===== config.mk =====
export PLATFORM = sky130hd
export DESIGN_NAME = frame_deframer_with_checksum
export DESIGN_NICKNAME = d
export VERILOG_FILES = /design/src/sv/fdf_pkg.sv /design/src/sv/frame_deframer_with_checksum.sv /design/src/sv/fdf_front.sv /design/src/sv/fdf_queue.sv /design/src/sv/fdf_back.sv
export SDC_FILE = /design/constraint.sdc
export NUM_CORES = 1
export LEC_CHECK = 0
export ABC_AREA = 0
export BUFFER_PORTS_ARGS = -buffer_cell sky130_fd_sc_hd__buf_2
export CAP_MARGIN = 40
export CORE_ASPECT_RATIO = 0.7
export CORE_MARGIN = 2
export CORE_UTILIZATION = 40
export DETAILED_ROUTE_END_ITERATION = 6
export GPL_TIMING_DRIVEN = 0
export PLACE_DENSITY_LB_ADDON = 0.3
export SLEW_MARGIN = 20
export SYNTH_ARGS = -nofsm -noshare
export SYNTH_HDL_FRONTEND = slang
export SYNTH_SLANG_ARGS = --single-unit

===== constraint.sdc =====
create_clock -name clk -period 17.59 [get_ports clk]
set_input_delay 3.518 -clock clk [delete_from_list [all_inputs] [get_ports clk]]
set_output_delay 3.518 -clock clk [all_outputs]
set_load 0.01 [all_outputs]

===== src/sv/fdf_pkg.sv =====
// Shared types and constants for the frame deframer.
// Used by fdf_front, fdf_queue, fdf_back and the top level.
package fdf_pkg;

	localparam int unsigned MAX_PAYLOAD_DEF = 1024;
	localparam int unsigned POS_W           = 10;
	localparam int unsigned OUT_DATA_W      = 88;
	localparam int unsigned OUT_USER_W      = 3;

	// header byte positions
	localparam logic [2:0] HDR_TYPE   = 3'd0;
	localparam logic [2:0] HDR_SEQ    = 3'd1;
	localparam logic [2:0] HDR_LEN_HI = 3'd2;
	localparam logic [2:0] HDR_LEN_LO = 3'd3;
	localparam logic [2:0] HDR_SUM_HI = 3'd4;
	localparam logic [2:0] HDR_SUM_LO = 3'd5;

	typedef enum logic [1:0] {
		KIND_PAYLOAD  = 2'd0,
		KIND_OK       = 2'd1,
		KIND_SHORT    = 2'd2,
		KIND_TOO_LONG = 2'd3
	} kind_t;

	// one classified byte, handed from the front to the back
	typedef struct packed {
		logic [7:0]       data;
		logic             hdr_byte;
		logic [2:0]       hdr_idx;
		logic             add;
		logic             emit;
		kind_t            kind;
		logic             present;
		logic [POS_W-1:0] pos;
		logic             with_hdr;
		logic             with_sum;
	} tok_t;

endpackage


===== src/sv/frame_deframer_with_checksum.sv =====
// Frame deframer with a ones' complement byte-sum checksum.
// Input stream (s_*): one buffer byte per transfer, s_tlast on the buffer's final byte.
// Each buffer holds a six-byte header (type, sequence, big-endian length,
// big-endian checksum) followed by the payload. Output stream (m_*): one
// transfer per payload byte, plus one status transfer per frame: complete ok,
// buffer too short, or length too large; a complete frame's last payload byte
// rides on its ok status. The status of a complete frame carries the
// complemented end-around-carry sum of type, sequence, length and payload
// bytes beside the received checksum. Bytes after a finished or failed frame
// are dropped until the final byte of the buffer. Throughput: one byte per cycle
// while the queue has room; a result passes front parse, queue, back register.
// A two-entry queue separates the parser from the checksum/output stage, so
// input keeps flowing while a result waits. When m_tready stays low the queue
// fills and s_tready drops after two more bytes; bytes that give no result
// still drain past a stalled output.
// Reset clears the parser to the start of a header and empties the queue.
// Depends on fdf_pkg, fdf_front, fdf_queue, fdf_back.
module frame_deframer_with_checksum #(
	parameter int unsigned MAX_PAYLOAD_BYTES = fdf_pkg::MAX_PAYLOAD_DEF
) (
	input  logic                           clk,
	input  logic                           arst_n,
	input  logic                           s_tvalid,
	output logic                           s_tready,
	input  logic [7:0]                     s_tdata,  // [7:0] data_byte
	input  logic                           s_tlast,  // end_of_buffer
	output logic                           m_tvalid,
	input  logic                           m_tready,
	// [7:0] payload_value, [17:8] payload_position, [25:18] frame_type,
	// [33:26] sequence_number, [49:34] payload_length, [65:50] received_sum,
	// [81:66] computed_sum, [87:82] zero
	output logic [fdf_pkg::OUT_DATA_W-1:0] m_tdata,
	// [1:0] result_kind, [2] byte_present
	output logic [fdf_pkg::OUT_USER_W-1:0] m_tuser
);
	import fdf_pkg::*;

	logic accept;
	logic q_full;
	logic q_avail;
	logic q_pop;
	tok_t front_tok;
	tok_t q_head;

	assign s_tready = !q_full;
	assign accept   = s_tvalid && s_tready;

	fdf_front #(
		.MAX_PAYLOAD_BYTES(MAX_PAYLOAD_BYTES)
	) u_front (
		.clk          (clk),
		.arst_n       (arst_n),
		.accept       (accept),
		.data_byte    (s_tdata),
		.end_of_buffer(s_tlast),
		.tok          (front_tok)
	);

	fdf_queue u_queue (
		.clk     (clk),
		.arst_n  (arst_n),
		.push    (accept),
		.push_tok(front_tok),
		.full    (q_full),
		.pop     (q_pop),
		.avail   (q_avail),
		.head    (q_head)
	);

	fdf_back u_back (
		.clk     (clk),
		.arst_n  (arst_n),
		.avail   (q_avail),
		.head    (q_head),
		.pop     (q_pop),
		.m_tvalid(m_tvalid),
		.m_tready(m_tready),
		.m_tdata (m_tdata),
		.m_tuser (m_tuser)
	);

	// error results never carry a payload byte
	a_no_byte_on_error: assert property (@(posedge clk) disable iff (!arst_n)
		m_tvalid && (m_tuser[1:0] == KIND_SHORT || m_tuser[1:0] == KIND_TOO_LONG)
		|-> !m_tuser[2])
		else $error("payload byte flagged on an error result");

	// a plain payload result always carries its byte
	a_payload_has_byte: assert property (@(posedge clk) disable iff (!arst_n)
		m_tvalid && (m_tuser[1:0] == KIND_PAYLOAD) |-> m_tuser[2])
		else $error("payload result without a byte");

	// the computed sum is reported only with a completed frame
	a_sum_only_on_ok: assert property (@(posedge clk) disable iff (!arst_n)
		m_tvalid && (m_tuser[1:0] != KIND_OK) |-> (m_tdata[81:66] == 16'd0))
		else $error("computed sum on a result that is not frame complete");

	// a result held in the output register blocks the queue from draining it
	a_pop_respects_stall: assert property (@(posedge clk) disable iff (!arst_n)
		m_tvalid && !m_tready && q_pop |-> !q_head.emit)
		else $error("result popped while the output register is stalled");

endmodule


===== src/sv/fdf_front.sv =====
// Front end of the frame deframer: parses the byte stream and classifies each byte.
// Depends on fdf_pkg; feeds fdf_queue.
module fdf_front #(
	parameter int unsigned MAX_PAYLOAD_BYTES = fdf_pkg::MAX_PAYLOAD_DEF
) (
	input  logic          clk,
	input  logic          arst_n,
	input  logic          accept,
	input  logic [7:0]    data_byte,
	input  logic          end_of_buffer,
	output fdf_pkg::tok_t tok
);
	import fdf_pkg::*;

	localparam logic [15:0] MAX_LEN = 16'(MAX_PAYLOAD_BYTES);

	typedef enum logic [1:0] {
		PH_HEADER  = 2'd0,
		PH_PAYLOAD = 2'd1,
		PH_WAIT    = 2'd2
	} phase_t;

	phase_t      phase_q, phase_n;
	logic [15:0] cnt_q, cnt_n;
	logic [15:0] len_q, len_n;
	logic [16:0] cnt_inc;

	assign cnt_inc = {1'b0, cnt_q} + 17'd1;

	always_comb begin
		tok     = '0;
		tok.kind = KIND_PAYLOAD;
		phase_n = phase_q;
		cnt_n   = cnt_q;
		len_n   = len_q;
		tok.data = data_byte;
		unique case (phase_q)
			PH_HEADER: begin
				tok.hdr_byte = 1'b1;
				tok.hdr_idx  = cnt_q[2:0];
				tok.add      = (cnt_q < 16'd4);
				if (cnt_q[2:0] == HDR_TYPE) begin
					len_n = '0;
				end else if (cnt_q[2:0] == HDR_LEN_HI) begin
					len_n = {data_byte, 8'h00};
				end else if (cnt_q[2:0] == HDR_LEN_LO) begin
					len_n = {len_q[15:8], data_byte};
				end
				if (cnt_q[2:0] == HDR_SUM_LO) begin
					cnt_n = '0;
					priority if (len_q > MAX_LEN) begin
						tok.emit     = 1'b1;
						tok.kind     = KIND_TOO_LONG;
						tok.with_hdr = 1'b1;
						phase_n      = PH_WAIT;
					end else if (len_q == 16'd0) begin
						tok.emit     = 1'b1;
						tok.kind     = KIND_OK;
						tok.with_hdr = 1'b1;
						tok.with_sum = 1'b1;
						phase_n      = PH_WAIT;
					end else if (end_of_buffer) begin
						tok.emit     = 1'b1;
						tok.kind     = KIND_SHORT;
						tok.with_hdr = 1'b1;
					end else begin
						phase_n = PH_PAYLOAD;
					end
				end else if (end_of_buffer) begin
					tok.emit = 1'b1;
					tok.kind = KIND_SHORT;
				end else begin
					cnt_n = cnt_inc[15:0];
				end
			end
			PH_PAYLOAD: begin
				tok.add = 1'b1;
				priority if (cnt_inc >= {1'b0, len_q}) begin
					tok.emit     = 1'b1;
					tok.kind     = KIND_OK;
					tok.present  = 1'b1;
					tok.pos      = cnt_q[POS_W-1:0];
					tok.with_hdr = 1'b1;
					tok.with_sum = 1'b1;
					phase_n      = PH_WAIT;
					cnt_n        = '0;
				end else if (end_of_buffer) begin
					tok.emit     = 1'b1;
					tok.kind     = KIND_SHORT;
					tok.with_hdr = 1'b1;
				end else begin
					tok.emit     = 1'b1;
					tok.kind     = KIND_PAYLOAD;
					tok.present  = 1'b1;
					tok.pos      = cnt_q[POS_W-1:0];
					tok.with_hdr = 1'b1;
					cnt_n        = cnt_inc[15:0];
				end
			end
			default: begin
				// wait for the final byte of the buffer
			end
		endcase
		if (end_of_buffer) begin
			phase_n = PH_HEADER;
			cnt_n   = '0;
		end
	end

	always_ff @(posedge clk or negedge arst_n) begin
		if (!arst_n) begin
			phase_q <= PH_HEADER;
			cnt_q   <= '0;
			len_q   <= '0;
		end else if (accept) begin
			phase_q <= phase_n;
			cnt_q   <= cnt_n;
			len_q   <= len_n;
		end
	end

endmodule


===== src/sv/fdf_queue.sv =====
// Two-entry queue of classified bytes between the front and back ends.
// Depends on fdf_pkg for the token type.
module fdf_queue (
	input  logic          clk,
	input  logic          arst_n,
	input  logic          push,
	input  fdf_pkg::tok_t push_tok,
	output logic          full,
	input  logic          pop,
	output logic          avail,
	output fdf_pkg::tok_t head
);
	import fdf_pkg::*;

	tok_t       slot_q [2];
	logic       wr_ptr_q;
	logic       rd_ptr_q;
	logic [1:0] count_q;

	assign full  = (count_q == 2'd2);
	assign avail = (count_q != 2'd0);
	assign head  = slot_q[rd_ptr_q];

	always_ff @(posedge clk) begin
		if (push) begin
			slot_q[wr_ptr_q] <= push_tok;
		end
	end

	always_ff @(posedge clk or negedge arst_n) begin
		if (!arst_n) begin
			wr_ptr_q <= 1'b0;
			rd_ptr_q <= 1'b0;
			count_q  <= '0;
		end else begin
			if (push) begin
				wr_ptr_q <= ~wr_ptr_q;
			end
			if (pop) begin
				rd_ptr_q <= ~rd_ptr_q;
			end
			if (push && !pop) begin
				count_q <= count_q + 2'd1;
			end else if (pop && !push) begin
				count_q <= count_q - 2'd1;
			end
		end
	end

endmodule


===== src/sv/fdf_back.sv =====
// Back end of the frame deframer: holds header fields, the folded byte sum,
// and the output register. Depends on fdf_pkg; drains fdf_queue.
module fdf_back (
	input  logic                              clk,
	input  logic                              arst_n,
	input  logic                              avail,
	input  fdf_pkg::tok_t                     head,
	output logic                              pop,
	output logic                              m_tvalid,
	input  logic                              m_tready,
	output logic [fdf_pkg::OUT_DATA_W-1:0]    m_tdata,
	output logic [fdf_pkg::OUT_USER_W-1:0]    m_tuser
);
	import fdf_pkg::*;

	logic [7:0]  type_q, type_n;
	logic [7:0]  seq_q, seq_n;
	logic [15:0] len_q, len_n;
	logic [15:0] rsum_q, rsum_n;
	logic [15:0] sum_q, sum_n;
	logic [15:0] sum_base;
	logic [16:0] sum_raw;
	logic [15:0] sum_fold;
	logic        clear;

	logic        out_valid_q;
	kind_t       kind_q;
	logic        present_q;
	logic [7:0]  value_q;
	logic [POS_W-1:0] pos_q;
	logic [7:0]  otype_q;
	logic [7:0]  oseq_q;
	logic [15:0] olen_q;
	logic [15:0] orsum_q;
	logic [15:0] ocsum_q;

	assign pop = avail && (!head.emit || !out_valid_q || m_tready);

	assign clear    = head.hdr_byte && (head.hdr_idx == HDR_TYPE);
	assign sum_base = clear ? 16'd0 : sum_q;
	assign sum_raw  = {1'b0, sum_base} + {9'd0, head.data};
	// end-around carry; the low half is small whenever the carry is set
	assign sum_fold = sum_raw[16] ? (sum_raw[15:0] + 16'd1) : sum_raw[15:0];
	assign sum_n    = head.add ? sum_fold : sum_base;

	always_comb begin
		type_n = clear ? 8'd0 : type_q;
		seq_n  = clear ? 8'd0 : seq_q;
		len_n  = clear ? 16'd0 : len_q;
		rsum_n = clear ? 16'd0 : rsum_q;
		if (head.hdr_byte) begin
			unique case (head.hdr_idx)
				HDR_TYPE:   type_n = head.data;
				HDR_SEQ:    seq_n  = head.data;
				HDR_LEN_HI: len_n  = {head.data, 8'h00};
				HDR_LEN_LO: len_n  = {len_q[15:8], head.data};
				HDR_SUM_HI: rsum_n = {head.data, 8'h00};
				HDR_SUM_LO: rsum_n = {rsum_q[15:8], head.data};
				default: begin
				end
			endcase
		end
	end

	always_ff @(posedge clk or negedge arst_n) begin
		if (!arst_n) begin
			type_q <= '0;
			seq_q  <= '0;
			len_q  <= '0;
			rsum_q <= '0;
			sum_q  <= '0;
		end else if (pop) begin
			type_q <= type_n;
			seq_q  <= seq_n;
			len_q  <= len_n;
			rsum_q <= rsum_n;
			sum_q  <= sum_n;
		end
	end

	always_ff @(posedge clk or negedge arst_n) begin
		if (!arst_n) begin
			out_valid_q <= 1'b0;
		end else if (pop && head.emit) begin
			out_valid_q <= 1'b1;
		end else if (m_tready) begin
			out_valid_q <= 1'b0;
		end
	end

	always_ff @(posedge clk) begin
		if (pop && head.emit) begin
			kind_q    <= head.kind;
			present_q <= head.present;
			value_q   <= head.present ? head.data : 8'd0;
			pos_q     <= head.pos;
			otype_q   <= head.with_hdr ? type_n : 8'd0;
			oseq_q    <= head.with_hdr ? seq_n : 8'd0;
			olen_q    <= head.with_hdr ? len_n : 16'd0;
			orsum_q   <= head.with_hdr ? rsum_n : 16'd0;
			ocsum_q   <= head.with_sum ? ~sum_n : 16'd0;
		end
	end

	assign m_tvalid = out_valid_q;
	assign m_tuser  = {present_q, kind_q};
	assign m_tdata  = {6'd0, ocsum_q, orsum_q, olen_q, oseq_q, otype_q, pos_q, value_q};

endmodule


==> impl_results.md, run 1 <==
* # rows at 52
* Die Area at 31,100 µm²
* Final hold viol count at 0
* Clock transition at path regs at 60 ps
* Die Ht at 148 µm
* HP Start: u_back.type_q[4]$_DFFE_PN0P_
* Synth Instances at 1,046
* Sequential-to-total area share from yosys stat at 57.9%
* Worst hold path type: reg -> reg
* Drt via density at 5.61
* # setup viols final at 0
* RSZ-0062 raised after global routing: false
* Slew headroom at between 30 and 40%
* Dominant synthesized flop cell: edfxtp_1
* Internal power at 1.65 mW
* Routability cong. at 0.905
* Total grt overflow at 0
* Largest net degree at the start of global routing at 61
* CTS sink count at 246
* Layout cells sized above 1 at 17.4%
* Switching power at 1.19 mW
* Critical Path Start Type: flip-flop
* Placed Area at 13,100 µm²
* Share of power burned in registers at 34.3%
* # resized after CTS at 0
* Worst skew pair latency at about 560 ps
* CTS Buffer Depth at 3
* CTS buffer count at 26
* Switch share at 41.9%
* Synth top area share at 36.2%
* Synthesized area at 11,900 µm²
* Root Driver: clkbuf_16
* Via count at slightly below 9,000
* Register bit total from synthesis at 246
* Area leader, netlist: edfxtp_1
* Post-DRT Antenna Nets at 0
* I/O pin count at approximately 110
* Minimum clock period at around 5600 ps
* DIE WIDTH at 210 µm
* Post-layout nets at 1,235
* Yosys Warn Count at 0
* Clock power frac at 18.9%
* Router iterations before antenna repair at 5
* # DRC at 0
* Area delta synth->final at 17.1%
* Placed instance count at 1,540
* Post-DP HPWL at 21,500 µm
* Actual slew at the worst max-slew pin at 881 ps
* RR Startpoint: u_queue.rd_ptr_q$_DFFE_PN0P_
* Syn avg cell area at roughly 11 µm²
* VDD IR max at 0.0000931 V
* Power share of the combinational group at 46.8%
* Most numerous cell in the Yosys netlist: edfxtp_1
* Worst Setup SP: u_queue.rd_ptr_q$_DFFE_PN0P_
* Crit path required time at 17,890 ps
* Synth area leaders: edfxtp_1 (36%), dfrtp_1 (22%), nand2_1 (3.5%)
* DR WL/cell at ~19 µm
* Vias in the first global route at 8,182
* # hold bufs at CTS at 0
* First-pass GRT wire length at 47,000 µm
* Maxcap violations at 0
* Post-Route Skew at 18.8 ps
* Design area at about 14,000 µm²
* Core ar. at 29,000 µm²
* Arrival time at the worst endpoint at 5910 ps
* Async SR Flop Fraction at 41.9%
* Status: completed
* Worst R2R Path Depth at 18
* CP max FO at 10
* Initial Utilization at 40.9%
* IO buf count at 99
* WHS Path Cells at 2
* WL final at 30,200 µm
* EDFF count, synth at 143
* Yosys cell types at 77
* Initial antenna violation count at 1
* CTS tree: built
* CP Capture Type: flip-flop
* Fin cells at 1,592
* Setup repair bufs after CTS at 0
* H-tree levels at 1
* Setup TNS at 0 ps
* Initial drt markers at around 870
* Slew Viols, Final at 0
* Power Density at 205 nW/µm²
* Tcrit/Tclk final at approximately a third
* Post-synth top cells: edfxtp_1 (143), nand2_1 (110), nor2_1 (110), dfrtp_1 (103), o21ai_0 (58)
* Pleak at 5.59 nW
* WS Path Type: reg -> reg
* Gr usage total at 19.4%
* Achievable Freq at between 0.15 and 0.2 GHz
per-layer routing:
layer	vias to the layer above	share of wire, %	global-route usage [%]
met4	0	2.0	4.29
met3	41	7.7	3.76
li1	4173	-	-
met5	-	0	0
met1	4362	51	31.8
met2	362	40	25.9
worst max-delay path, stage by stage (launching register included):
cell and delay, ps:
dfrtp_1 500, buf_4 240, buf_2 280, buf_2 350, buf_2 410, mux2i_1 710
inv_1 190, ha_1 270, inv_1 70, fa_1 210, nor2b_1 80, o31ai_1 240
o21ai_2 150, xnor2_1 400, nor2_1 70, o2bb2ai_1 510, nor2_1 130, a311o_1 340
o32ai_1 200
cells by family after synthesis:
group / synth area share (%)
and+or+nand+nor: 13.8
AOI/OAI and AO/OA: 15.4
DFF: 57.9
buffers and inverters: 3.20
muxes: 3.66
xor gates and xnor gates: 2.91
adders and majority gates: 3.12
other: 0.0316
cell usage in the layout (no fill, tap or decap), types with 6 or more instances in the layout:
cell type / netlist / layout
xor2_1: 9 / 9
clkbuf_1: 33 / 36
nand4_1: 11 / 11
nor4_1: 8 / 8
buf_2: 4 / 106
a22o_1: 25 / 25
conb_1: 1 / 6
nand2_1: 110 / 110
buf_4: 8 / 11
o22ai_1: 7 / 7
edfxtp_1: 143 / 143
a31oi_1: 7 / 7
clkinv_2: 0 / 6
a22oi_1: 40 / 40
mux2i_1: 20 / 20
nor2_1: 110 / 108
a21oi_1: 34 / 34
mux2_2: 17 / 17
clkbuf_16: 0 / 26
nand3_1: 21 / 21
nor2b_1: 10 / 10
a32o_1: 16 / 16
xnor2_1: 26 / 26
and3_1: 11 / 10
inv_1: 39 / 39
or2_2: 6 / 6
and2_1: 21 / 21
ha_1: 28 / 28
o21ai_0: 58 / 58
a211oi_1: 15 / 15
dfrtp_1: 103 / 103
nor3_1: 14 / 14
power by group through the flow:
stage               clock network [mW]  registers, mW  logic [mW]
detailed placement                   0          0.984        1.31
global placement                     0           1.00        1.25
global route                     0.570           1.00        1.46
CTS                              0.548          0.977        1.32
floorplan                            0           1.03       0.831
finish                           0.538          0.978        1.33
worst paths after layout:
path	endpoint	slack, ps
setup / recovery	u_back.ocsum_q[6]$_SDFFCE_PN0P_	11980
hold / removal	u_back.type_q[4]$_DFFE_PN0P_	480
setup reg to reg	u_back.ocsum_q[6]$_SDFFCE_PN0P_	11980
hold reg to reg	u_back.type_q[4]$_DFFE_PN0P_	480
max in group asynchronous	u_back.m_tvalid$_DFFE_PN0P_	14010
min in group asynchronous	u_back.type_q[1]$_DFFE_PN0P_	2890
state kept, by name, summed over array words and instances, names as in the netlist:
| name | flops |
|---|---|
| u_back.value_q | 8 |
| u_back.sum_q | 16 |
| u_back.otype_q | 8 |
| u_back.len_q | 16 |
| u_queue.wr_ptr_q | 1 |
| u_front.cnt_q | 16 |
| u_front.phase_q | 2 |
| u_back.oseq_q | 8 |
| u_queue.count_q | 2 |
| u_back.kind_q | 2 |
| u_back.olen_q | 16 |
| u_queue.slot_q | 58 |
| u_back.orsum_q | 16 |
| u_back.ocsum_q | 16 |
| u_back.present_q | 1 |
| u_back.type_q | 8 |
| u_back.rsum_q | 16 |
| u_front.len_q | 16 |
| u_back.m_tvalid | 1 |
| u_queue.rd_ptr_q | 1 |
| u_back.seq_q | 8 |
| u_back.pos_q | 10 |
area by class of cell:
type	instances	area [µm²]
Inverter	41	154
Fill cell	2675	15100
Tap cell	378	473
Sequential cell	246	6870
Buffer	49	226
Clock buffer	32	703
Antenna cell	1	2.50
Timing Repair Buffer	114	689
Multi-Input combinational cell	715	4650
Clock inverter	16	130
metrics by stage:
step | hold slack (ps) | power, mW | util, % | setup slack, ps
after floorplan | 442 | 1.87 | - | 9250
after global placement | 458 | 2.26 | 44.3 | 6710
after detailed placement | 471 | 2.29 | 45.0 | 11440
after CTS | 485 | 2.84 | 47.8 | 12010
after global routing | 507 | 3.03 | 47.9 | 11640
final | 479 | 2.85 | 47.9 | 11980
Note: power is estimated with default switching activity, not from simulation.
==> run 2, diff against run 1 <==
==> constraint.sdc (replaced) <==
create_clock -name clk -period 5.36 [get_ports clk]
set_input_delay 1.072 -clock clk [delete_from_list [all_inputs] [get_ports clk]]
set_output_delay 1.072 -clock clk [all_outputs]
set_load 0.01 [all_outputs]
==> run 2 against run 1 <==
Worst setup slack got worse by 12000 ps. Fmax rose by 8.9%. Die area did not move. Highest routed layer is now met5. Clock power rose to 3.2 times the previous value. Global-route usage rose by 0.22 points. Critical endpoint is now u_back.ocsum_q[8]$_SDFFCE_PN0P_.
==> impl_results.md, run 2 (synthesis results as in run 1) <==
* Initial drt markers at 791 (-8.9%)
* Arrival time at the worst endpoint at 5460 ps (-450 ps)
* Maxcap violations at 0 (unchanged)
* Number of flip-flops under the largest register name at 58 (unchanged)
* Layout cells sized above 1 at 17.9% (+0.48 points)
* Post-DP HPWL at 21,700 µm (+0.90%)
* Overall power at 9.34 mW (+230%)
* # DRC at 0 (unchanged)
* Via count at 8,820 (-1.3%)
* Post-DRT Antenna Nets at 0 (unchanged)
* Setup ws final at 212 ps (-11,770 ps)
* Worst hold path type: in -> async
* Worst R2R Path Depth at 18 (unchanged)
* Crit path required time at 5670 ps (-12,220 ps)
* Pleak at 5.59 nW (about the same)
* RSZ-0062 raised after global routing: false
* Router iterations before antenna repair at 6 (+1)
* Max stage delay on crit path at 570 ps (-140 ps)
* Switch share at 42.0% (+0.048 points)
* CTS tree: built
* Internal power at 5.42 mW (+230%)
* Setup TNS at 0 ps (unchanged)
* Post-Route Skew at 19.0 ps (+0.120 ps)
* Cell Chain, Critical Path: buf_4 -> buf_2 -> buf_4 -> buf_4 -> mux2i_2 -> inv_1 -> ha_1 -> inv_1 -> fa_1 -> nor2b_1 -> o31ai_1 -> o21ai_2 -> o221ai_2 -> nand2_1 -> xnor2_1 -> inv_1 -> and3_1 -> a211oi_1
* Routability cong. at 0.886 (-2.0%)
* Clock transition at path regs at 60 ps (about the same)
* Largest net degree at the start of global routing at 60 (-1.6%)
* IO buf count at 99 (unchanged)
* Post-layout nets at 1,237 (+0.16%)
* Gr usage total at 19.6% (+0.22 points)
* Area delta synth->final at 17.2% (about the same)
* Final hold viol count at 0 (unchanged)
* Final core occ at 48.0% (about the same)
* Total grt overflow at 0 (unchanged)
* Initial Utilization at 40.9% (unchanged)
* # setup viols final at 0 (unchanged)
* WS Path Type: reg -> reg
* CTS sink count at 246 (unchanged)
* I/O pin count at 106 (unchanged)
* Core ar. at 29,000 µm² (unchanged)
* CP max FO at 10 (unchanged)
* Worst skew pair latency at 550 ps (about the same)
* CP Capture Type: flip-flop
* Tcrit/Tclk final at 96.0% (+64 points)
* Vias in the first global route at 8,365 (+2.2%)
* Slowest stage cell, crit path: mux2i_2
* Critical path capture point: u_back.ocsum_q[8]$_SDFFCE_PN0P_
* Reg-to-Reg End: u_back.ocsum_q[8]$_SDFFCE_PN0P_
* Setup WS pre-CTS at -134 ps (-11,580 ps)
* CTS buffer count at 26 (unchanged)
* Final hold slack at 453 ps (-26.8 ps)
* Slew Viols, Final at 0 (unchanged)
* Root Driver: clkbuf_16
* Worst Setup SP: u_queue.rd_ptr_q$_DFFE_PN0P_
* RR Startpoint: u_queue.rd_ptr_q$_DFFE_PN0P_
* DR WL/cell at 18.9 µm (-0.61%)
* Clock power frac at 18.4% (-0.5 points)
* Design area at 13,900 µm² (about the same)
* Share of power burned in registers at 34.4% (about the same)
* Switching power at 3.92 mW (+230%)
* CP delay by family, top: buffers and inverters
* Placed Area at 13,100 µm² (about the same)
* Power share of the combinational group at 47.2% (+0.4 points)
* Drt via density at 5.54 (-1.3%)
* # rows at 52 (unchanged)
* Setup repair bufs after CTS at 0 (unchanged)
* WL final at 30,000 µm (-0.61%)
* Status: completed
* Inserted Diodes at 0 (-1)
* Fin cells at 1,592 (unchanged)
* VDD IR max at 0.000275 V (+200%)
* # hold bufs at CTS at 0 (unchanged)
* Initial antenna violation count at 1 (unchanged)
* Most frequent cells in the layout: edfxtp_1 (143), nand2_1 (110), nor2_1 (108)
* Minimum clock period at 5150 ps (-460 ps)
* Most common cell after layout, fill and taps aside: edfxtp_1
* Largest Register: u_queue.slot_q
* Actual slew at the worst max-slew pin at 879 ps (-1.83 ps)
* Crit path buf inv count at 7 (+1)
* Slew headroom at 41.0% (+1.4 points)
* Crit. path cell count at 18 (unchanged)
* DIE WIDTH at 210 µm (unchanged)
* First-pass GRT wire length at 47,800 µm (+1.7%)
* H-tree levels at 1 (unchanged)
* Achievable Freq at 0.194 GHz (+8.9%)
* Die Ht at 148 µm (unchanged)
* Die Area at 31,100 µm² (unchanged)
* CTS Buffer Depth at 3 (unchanged)
* Placed instance count at 1,541 (+0.065%)
* Critical Path Start Type: flip-flop
* Power Density at 671 nW/µm² (+230%)
* Setup slack, reg-to-reg at 210 ps (-11,770 ps)
-- run 2: changes by cell type in the layout (fill, tap and decap cells not counted), moves of 2 or more --
cell      delta
buf_4        +4
clkbuf_2     +3
clkbuf_8     -3
buf_12       -2
buf_2        -2
clkbuf_1     -2
-- run 2: layout make-up --
type	instances	area (µm²)
inverter	41	154
sequential	246	6870
timing repair buffer	116	697
clock buffer	29	662
fill	2665	15100
multi-input combinational	715	4680
buffer	49	234
clock inverter	18	140
tap	378	473
-- run 2: worst min path at each step --
stage | from | cells after the start | slack [ps] | end
6_report | arst_n | 1 | 450 | u_back.type_q[7]$_DFFE_PN0P_
3_5_place_dp | u_back.type_q[4]$_DFFE_PN0P_ | 2 | 470 | u_back.type_q[4]$_DFFE_PN0P_
3_3_place_gp | u_back.seq_q[7]$_DFFE_PN0P_ | 2 | 460 | u_back.seq_q[7]$_DFFE_PN0P_
4_1_cts | arst_n | 1 | 460 | u_back.type_q[7]$_DFFE_PN0P_
2_1_floorplan | u_back.sum_q[0]$_DFFE_PN0P_ | 2 | 440 | u_back.sum_q[0]$_DFFE_PN0P_
5_1_grt | arst_n | 1 | 470 | u_back.type_q[7]$_DFFE_PN0P_
-- run 2: power groups by stage --
stage	clock, mW	combinational (mW)	sequential, mW
4_1_cts	1.76	4.32	3.21
3_3_place_gp	0	4.11	3.26
3_5_place_dp	0	4.29	3.24
2_1_floorplan	0	2.73	3.37
5_1_grt	1.82	4.86	3.29
6_report	1.72	4.41	3.21
-- run 2: routing by layer --
layer | vias to the layer above | track usage (%) | part of all wire, %
met3 | 45 | 4.33 | 7.3
met4 | 2 | 3.65 | 1.7
met5 | - | 0 | 0.043
met1 | 4298 | 31.6 | 51
li1 | 4165 | - | -
met2 | 310 | 26.8 | 40
-- run 2: worst register-to-register path, cell delays in order, from the launching register on --
cell      delay, ps
dfrtp_1         490
buf_4           240
buf_2           300
buf_4           280
buf_4           270
mux2i_2         580
inv_1           170
ha_1            260
inv_1            70
fa_1            190
nor2b_1          90
o31ai_1         250
o21ai_2         150
o221ai_2        330
nand2_1         110
xnor2_1         420
inv_1           130
and3_1          230
a211oi_1        360
-- run 2: repair_timing --
item	4_1_cts	5_1_grt
resized for setup	2	11
endpoints found under the setup margin	6	11
pin swaps	0	0
